**config.mk**
```make
export PLATFORM = sky130hd
export DESIGN_NAME = gaph_out_stage
export DESIGN_NICKNAME = d
export VERILOG_FILES = /design/src/sv/gaph_pkg.sv /design/src/sv/gaph_out_stage.sv
export SDC_FILE = /design/constraint.sdc
export NUM_CORES = 1
export LEC_CHECK = 0
export BUFFER_PORTS_ARGS = -buffer_cell sky130_fd_sc_hd__buf_2
export CAP_MARGIN = 20
export CORE_MARGIN = 4
export CORE_UTILIZATION = 30
export CTS_CLUSTER_SIZE = 28
export DETAILED_ROUTE_END_ITERATION = 16
export GPL_TIMING_DRIVEN = 0
export PLACE_DENSITY = 0.76
export RECOVER_POWER = 50
export SKIP_LAST_GASP = 1
export SYNTH_ARGS = -nofsm -noshare
export SYNTH_HDL_FRONTEND = slang
export SYNTH_SLANG_ARGS = --single-unit
```
**constraint.sdc**
```tcl
create_clock -name clk -period 1.1 [get_ports clk]
set_clock_uncertainty 0.05 [all_clocks]
set_input_delay 0.11 -clock clk [delete_from_list [all_inputs] [get_ports clk]]
set_output_delay 0.11 -clock clk [all_outputs]
set_load 0.03 [all_outputs]
```
**src/sv/gaph_pkg.sv**
```systemverilog
// ----------------------------------------------------------------------------
// gaph_pkg
// Shared constants, entry types and the heading turn function.
// ----------------------------------------------------------------------------
package gaph_pkg;

  localparam int GRID_SIDE       = 8;
  localparam int CELLS           = GRID_SIDE * GRID_SIDE;
  localparam int COORD_W         = 3;
  localparam int CELL_W          = 2 * COORD_W;
  localparam int COST_W          = 10;
  localparam int QUEUE_DEPTH_DEF = 256;

  localparam logic [COST_W-1:0]  STEP_COST = 10'd10;
  localparam logic [COST_W-1:0]  COST_MAX  = 10'd1023;
  localparam logic [COORD_W-1:0] SIDE_MAX  = COORD_W'(GRID_SIDE - 1);

  localparam logic [2:0] CODE_OPEN      = 3'd0;
  localparam logic [2:0] CODE_WALL      = 3'd1;
  localparam logic [2:0] CODE_GOAL      = 3'd2;
  localparam logic [2:0] CODE_HEAD_BASE = 3'd3;

  localparam logic [1:0] HEAD_N = 2'd0;
  localparam logic [1:0] HEAD_E = 2'd1;
  localparam logic [1:0] HEAD_S = 2'd2;
  localparam logic [1:0] HEAD_W = 2'd3;

  localparam logic REG_WALL_MAP     = 1'b0;
  localparam logic REG_GOAL_HEADING = 1'b1;

  // One grid cell's scratch word.
  typedef struct packed {
    logic              closed;
    logic              pred_start;
    logic [CELL_W-1:0] pred;
    logic [COST_W-1:0] cost;
    logic              path_mark;
    logic [1:0]        heading;
  } cell_entry_t;

  // One open-list entry: path cost and cell.
  typedef struct packed {
    logic [COST_W-1:0] g;
    logic [CELL_W-1:0] loc;
  } queue_entry_t;

  // Context of one reported cell.
  typedef struct packed {
    logic [CELL_W-1:0] idx;
    logic              is_goal;
    logic              is_start;
    logic              is_wall;
    logic              found;
    logic [1:0]        heading;
  } out_req_t;

  // Heading after the step from node toward prev.
  function automatic logic [1:0] next_heading(input logic [1:0] hd,
                                              input logic [CELL_W-1:0] prev,
                                              input logic [CELL_W-1:0] node);
    logic vert, horiz, south, east;
    logic [1:0] res;
    vert  = prev[CELL_W-1:COORD_W] != node[CELL_W-1:COORD_W];
    horiz = prev[COORD_W-1:0] != node[COORD_W-1:0];
    south = prev[CELL_W-1:COORD_W] > node[CELL_W-1:COORD_W];
    east  = prev[COORD_W-1:0] > node[COORD_W-1:0];
    res   = hd;
    case (hd)
      HEAD_N: if (horiz && !vert) res = east ? hd + 2'd1 : hd - 2'd1;
      HEAD_E: if (vert && !horiz) res = south ? hd + 2'd1 : hd - 2'd1;
      HEAD_S: if (horiz && !vert) res = !east ? hd + 2'd1 : hd - 2'd1;
      default: if (vert && !horiz) res = !south ? hd + 2'd1 : hd - 2'd1;
    endcase
    return res;
  endfunction

endpackage

```
**src/sv/gaph_out_stage.sv**
```systemverilog
// ----------------------------------------------------------------------------
// gaph_out_stage
// Cell code selection and the output register of the result stream.
// ----------------------------------------------------------------------------
module gaph_out_stage
  import gaph_pkg::*;
(
  input  logic        clk,
  input  logic        rst,
  input  logic        load,
  input  cell_entry_t entry,
  input  out_req_t    req,
  output logic        ready,
  output logic        m_tvalid,
  input  logic        m_tready,
  output logic [15:0] m_tdata,  // cell_row, cell_col, cell_code, zero pad
  output logic        m_tuser,  // found
  output logic        m_tlast
);

  logic [2:0] code;

  always_comb begin
    if (req.is_goal) begin
      code = CODE_GOAL;
    end else if (req.found && req.is_start) begin
      code = CODE_HEAD_BASE + {1'b0, req.heading};
    end else if (req.found && entry.path_mark) begin
      code = CODE_HEAD_BASE + {1'b0, entry.heading};
    end else if (req.is_wall) begin
      code = CODE_WALL;
    end else begin
      code = CODE_OPEN;
    end
  end

  assign ready = !m_tvalid || m_tready;

  always_ff @(posedge clk) begin
    if (rst) begin
      m_tvalid <= 1'b0;
    end else if (load) begin
      m_tvalid <= 1'b1;
    end else if (m_tready) begin
      m_tvalid <= 1'b0;
    end
  end

  always_ff @(posedge clk) begin
    if (load) begin
      m_tdata <= {7'd0, code, req.idx[COORD_W-1:0], req.idx[CELL_W-1:COORD_W]};
      m_tuser <= req.found;
      m_tlast <= req.idx == CELL_W'(CELLS - 1);
    end
  end

endmodule

```
==> impl_metrics.ini, run 1 <==
[status]
run_status = completed

[drt]
postRouteAntennaNets = 0
drt-pass1-iter-count = 1
avgViaCountPerCell = 4.026
wl_per_cell_microns = 9.632
num_vias = 471
finalWirelength_microns = 1127
drt_iter0_markers = 0
drc_errors = 0

[die]
core_area_sq_mm = 0.001764
die_area_sq_mm = 0.002654
die_x_microns = 51.52
io_pins = 57
rows = 15
start_util_pct = 32.20
die-height_microns = 51.52

[sta]
tightest_slew_ns = 0.5842
fin_ws_ns = 0.07601
rsz0062_at_grt = false
finalSetupViolations = 0
hold_viol_final = 0
fin_crit_ns = 1.024
final_max_slew_viol_count = 0
slew_headroom_pct = 61.05
fmax_ghz = 0.9766
fin_crit_sh_pct = 93.09

[logic_synthesis]
synthMuxAreaShare_pct = 0
yosys.area_share.adder_pct = 4.405
syn_inst = 44
synth-compound-area-share_pct = 7.048
synth-xor-area-share_pct = 0
avgSynthCellArea_sq_um = 12.91
yosys_register_bits = 12
yosys_warnings = 0
synthTopCellsByArea = edfxtp_1 58%, buf_4 9.3%, ha_1 4.4%
yosys.area_share.simple_pct = 13.00
synth_area_sq_um = 568.0
synth_top_cell_by_area = edfxtp_1
synth.distinct_cells = 19
synth_top_family_by_area = buffers and inverters
synth-seq-area-share_pct = 61.67
synth_top_area_share_pct = 58.15

[layout]
antenna_cells = 0
layout.nets = 132
drive_gt1_share_pct = 45.65
final_cell_mix = 26 x buf_2, 11 x edfxtp_1, 7 x buf_4, 7 x conb_1, 7 x dlygate4sd3_1
syn_to_final_growth_pct = 57.05
final_common_cell = buf_2
layout.cells.non_filler = 117

[clock_tree]
cts_tree = done
cts_buffer_depth = 2
holdBufCountCts = 7
clock_latency_ns = 0.25
path_clk_slew_ns = 0.07
cts_sinks = 12
post_cts_buffers = 0
cts_buffers = 3
postCtsResizedCells = 0
cts_htree_levels = 1
root_buffer = clkbuf_4

[global_routing]
grt_start_max_net_pins = 13
grt_pass1_vias = 458
grt_usage_pct = 9.495
grt_pass1_wl_microns = 1897
overflow = 0
antenna_found_initial = 0

[worst_setup_path]
cp_slowest_cell = a311o_1
crit_path_end_kind = flip-flop
cp_num_buf_inv = 2
crit_arrival_ns = 0.98
path_delay_family = compound AO/OA/AOI/OAI gates
path_cells = buf_2 -> inv_8 -> ha_4 -> and3b_2 -> a311o_1
startpoint_type = input port
critPathMaxFanout = 2
setup.worst_path.class = input port to flip-flop
cpPeakStageDelay_ns = 0.27
required_ns = 1.06

[power_and_ir_drop]
peakVddDrop_mv = 0.3997
p_per_area_mw_per_mm2 = 1208
leakage_nw = 0.4191

[place]
port_buffers = 31
gp_congestion = 0.6768
placed_cells = 106
dp_slack_ns = -0.2060

[min_path]
hp-class = input port to flip-flop

[run]
cap_violations = 0
==> cell usage after synthesis <==
library cell and n:
a2111oi_2 1, a21oi_1 2, a311o_1 1, and3_2 1, and3b_2 1, and4b_1 1
buf_4 7, conb_1 1, dfxtp_1 1, edfxtp_1 11, ha_1 2, inv_1 6
nand2_1 1, nand2b_1 2, nand4_1 1, nor2_1 2, o21ai_0 1, or2b_1 1
or3b_1 1
==> cell families (layout without fill, tap and decap cells) <==
family	after synthesis	count (layout)
flops	12	12
buf+inv	13	55
compound gates	5	5
fa+ha+maj	2	2
simple gates	11	11
other cells	1	7
==> metal layers <==
metal | wire length (microns) | up-vias | global-route usage (%)
met5 | 0 | - | 0
met4 | 4 | 0 | 3.930
met3 | 182 | 2 | 3.438
met2 | 519 | 30 | 16.53
met1 | 420 | 203 | 10.34
li1 | - | 236 | -
==> where the power goes <==
part           switching [mW]  internal (mW)  total [mW]  leakage (nW)
logic                   0.171          0.100       0.271         0.289
clock network           0.123          0.140       0.263        0.0150
registers             0.00783          0.537       0.544         0.115
==> registers in the layout (all words and copies together), names as in the netlist <==
name      count
m_tvalid      1
m_tlast       1
m_tdata       9
m_tuser       1
==> worst paths after layout <==
kind             from         end  slack, ns  cells past startpoint
max            req[0]  m_tdata[7]       0.08                      5
min          m_tready    m_tvalid       0.08                      3
max reg2reg  m_tvalid    m_tvalid       0.46                      2
min reg2reg  m_tvalid    m_tvalid       0.44                      2
==> layout make-up <==
type                    count  area, sq um
clock buffers               4        26.28
inverters                   6        35.03
fillers                   185        872.1
flip-flops and latches     12        350.3
well taps                  25        31.28
repair buffers             38        219.0
multi-input cells          25        177.7
plain buffers               7        52.55
==> metrics by stage <==
step / instance area, sq um / hold slack (ns) / TNS, ns / power [mW] / util (%)
3_5_place_dp: 802.0 / 0.2171 / -0.2125 / 0.8097 / 45.46
4_1_cts: 898.4 / 0.03939 / 0 / 1.095 / 50.92
5_1_grt: 892.1 / 0.1116 / 0 / 1.138 / 50.57
6_report: 892.1 / 0.08334 / 0 / 1.078 / 50.57
2_1_floorplan: 615.6 / 0.1291 / 0 / 0.7203 / -
3_3_place_gp: 802.0 / 0.2147 / -0.2096 / 0.8045 / 45.46
==> worst min-delay path, cell delays in order <==
cell      delay [ns]
buf_2           0.07
nand2b_1        0.10
a21oi_1         0.06
Note: power is estimated with default switching activity, not from simulation.
==> run 2: changes to the inputs <==
--- a/config.mk
+++ b/config.mk
@@ -7,12 +7,14 @@
 export LEC_CHECK = 0
 export BUFFER_PORTS_ARGS = -buffer_cell sky130_fd_sc_hd__buf_2
 export CAP_MARGIN = 20
+export CELL_PAD_IN_SITES_DETAIL_PLACEMENT = 1
+export CELL_PAD_IN_SITES_GLOBAL_PLACEMENT = 1
 export CORE_MARGIN = 4
-export CORE_UTILIZATION = 30
+export CORE_UTILIZATION = 21
 export CTS_CLUSTER_SIZE = 28
 export DETAILED_ROUTE_END_ITERATION = 16
 export GPL_TIMING_DRIVEN = 0
-export PLACE_DENSITY = 0.76
+export PLACE_DENSITY = 0.77
 export RECOVER_POWER = 50
 export SKIP_LAST_GASP = 1
 export SYNTH_ARGS = -nofsm -noshare
==> run 2 against run 1 <==
Against the previous run: highest routed layer unchanged; register-to-register slack is essentially flat; first-iteration DRC count increased by 4; power rose by 1.0%; sequential power is essentially flat; maximum frequency shrank 0.89%; routed wire length grew 21%; critical path type unchanged; design area increased by 0.56%; worst setup slack got worse by 0.0092 ns; sequential share of layout area decreased by 0.22 points; critical endpoint unchanged; die area rose by 36%; combinational power rose by 2%.
==> impl_metrics.ini, run 2 (same netlist as run 1, synthesis figures left out) <==
[worst_setup_path]
required_ns = 1.06
critPathMaxFanout = 2
startpoint_type = input port
crit_arrival_ns = 0.99
crit_path_end_kind = flip-flop
setup.worst_path.class = input port to flip-flop

[layout]
final_cell_mix = 25 x buf_2, 11 x edfxtp_1
post-route-util_pct = 35.57
antenna_cells = 0
drive_gt1_share_pct = 44.57
final_common_cell = buf_2
layout.nets = 132
syn_to_final_growth_pct = 57.93
largest_reg_flops = 9
largest-register = m_tdata

[power_and_ir_drop]
peakVddDrop_mv = 0.4954
p_per_area_mw_per_mm2 = 1214
leakage_nw = 0.4163
power_mw = 1.089

[sta]
fmax_ghz = 0.9679
setup_tns_ns = 0
fin_crit_sh_pct = 93.93
rsz0062_at_grt = false
fin_crit_ns = 1.033
tightest_slew_ns = 0.6024
hold_viol_final = 0
slew_headroom_pct = 59.84
final_max_slew_viol_count = 0
finalSetupViolations = 0

[status]
run_status = completed

[place]
gp_congestion = 0.6904
port_buffers = 31

[global_routing]
overflow = 0
antenna_found_initial = 0
grt_start_max_net_pins = 13
grt_pass1_vias = 509
grt_usage_pct = 8.048
grt_pass1_wl_microns = 2076

[die]
die_area_sq_mm = 0.003601
io_pins = 57
rows = 18
die_x_microns = 60.01
start_util_pct = 22.52
die-height_microns = 60.01
core_area_sq_mm = 0.002522

[clock_tree]
post_cts_buffers = 0
cts_buffers = 3
clock_latency_ns = 0.26
cts_buffer_depth = 2
cts_tree = done
postCtsResizedCells = 0
path_clk_slew_ns = 0.07
cts_sinks = 12
cts_htree_levels = 1
holdBufCountCts = 7
root_buffer = clkbuf_4

[drt]
num_vias = 496
avgViaCountPerCell = 4.066
drt_iter0_markers = 4
postRouteAntennaNets = 0
drc_errors = 0
finalWirelength_microns = 1369
drt-pass1-iter-count = 2
wl_per_cell_microns = 11.22

[min_path]
hp-class = input port to flip-flop

[run]
cap_violations = 0
run 2: cell count changes in the layout (fill, tap and decap cells not counted), sizes merged:
| cell | change |
|---|---|
| buf | -1 |
| clkbuf | +1 |
run 2: metrics by stage:
step	hold slack (ns)	setup WS [ns]	instance area, sq um	instances
floorplan	0.1291	0.0003488	615.6	50
global placement	0.2205	-0.2097	808.3	111
detailed placement	0.2270	-0.2098	808.3	111
CTS	0.04674	0.06766	904.6	122
global route	0.1043	0.02030	897.1	122
finish	0.1042	0.06683	897.1	122
run 2: power by group:
group          internal, mW  switching (mW)  leakage (nW)
combinational         0.101           0.176         0.286
sequential            0.536         0.00746         0.115
clock                 0.140           0.128        0.0150
run 2: metal layers:
metal	global-route usage, %	vias to the layer above	routed length (microns)
met4	4.747	0	17
met2	14.20	36	642
met3	1.512	2	185
met5	0	-	0
met1	8.827	220	524
li1	-	238	-
run 2: path summary, 6_finish.rpt:
path	slack, ns	cells past startpoint	end	startpoint
max	0.07	5	m_tdata[7]	req[0]
min	0.10	2	m_tdata[6]	req[5]
max reg2reg	0.45	2	m_tvalid	m_tvalid
min reg2reg	0.45	2	m_tvalid	m_tvalid
run 2: worst max-delay path: stages:
cell and delay (ns):
buf_2 0.14, inv_8 0.03, ha_4 0.24, and3b_2 0.19, a311o_1 0.28
run 2: final cells by class:
cell class | count | area (sq um)
buffer | 7 | 52.55
clock buffer | 4 | 26.28
fill | 293 | 1625
inverter | 6 | 35.03
multi-input combinational | 25 | 177.7
sequential | 12 | 350.3
tap | 30 | 37.54
timing repair buffer | 38 | 217.7
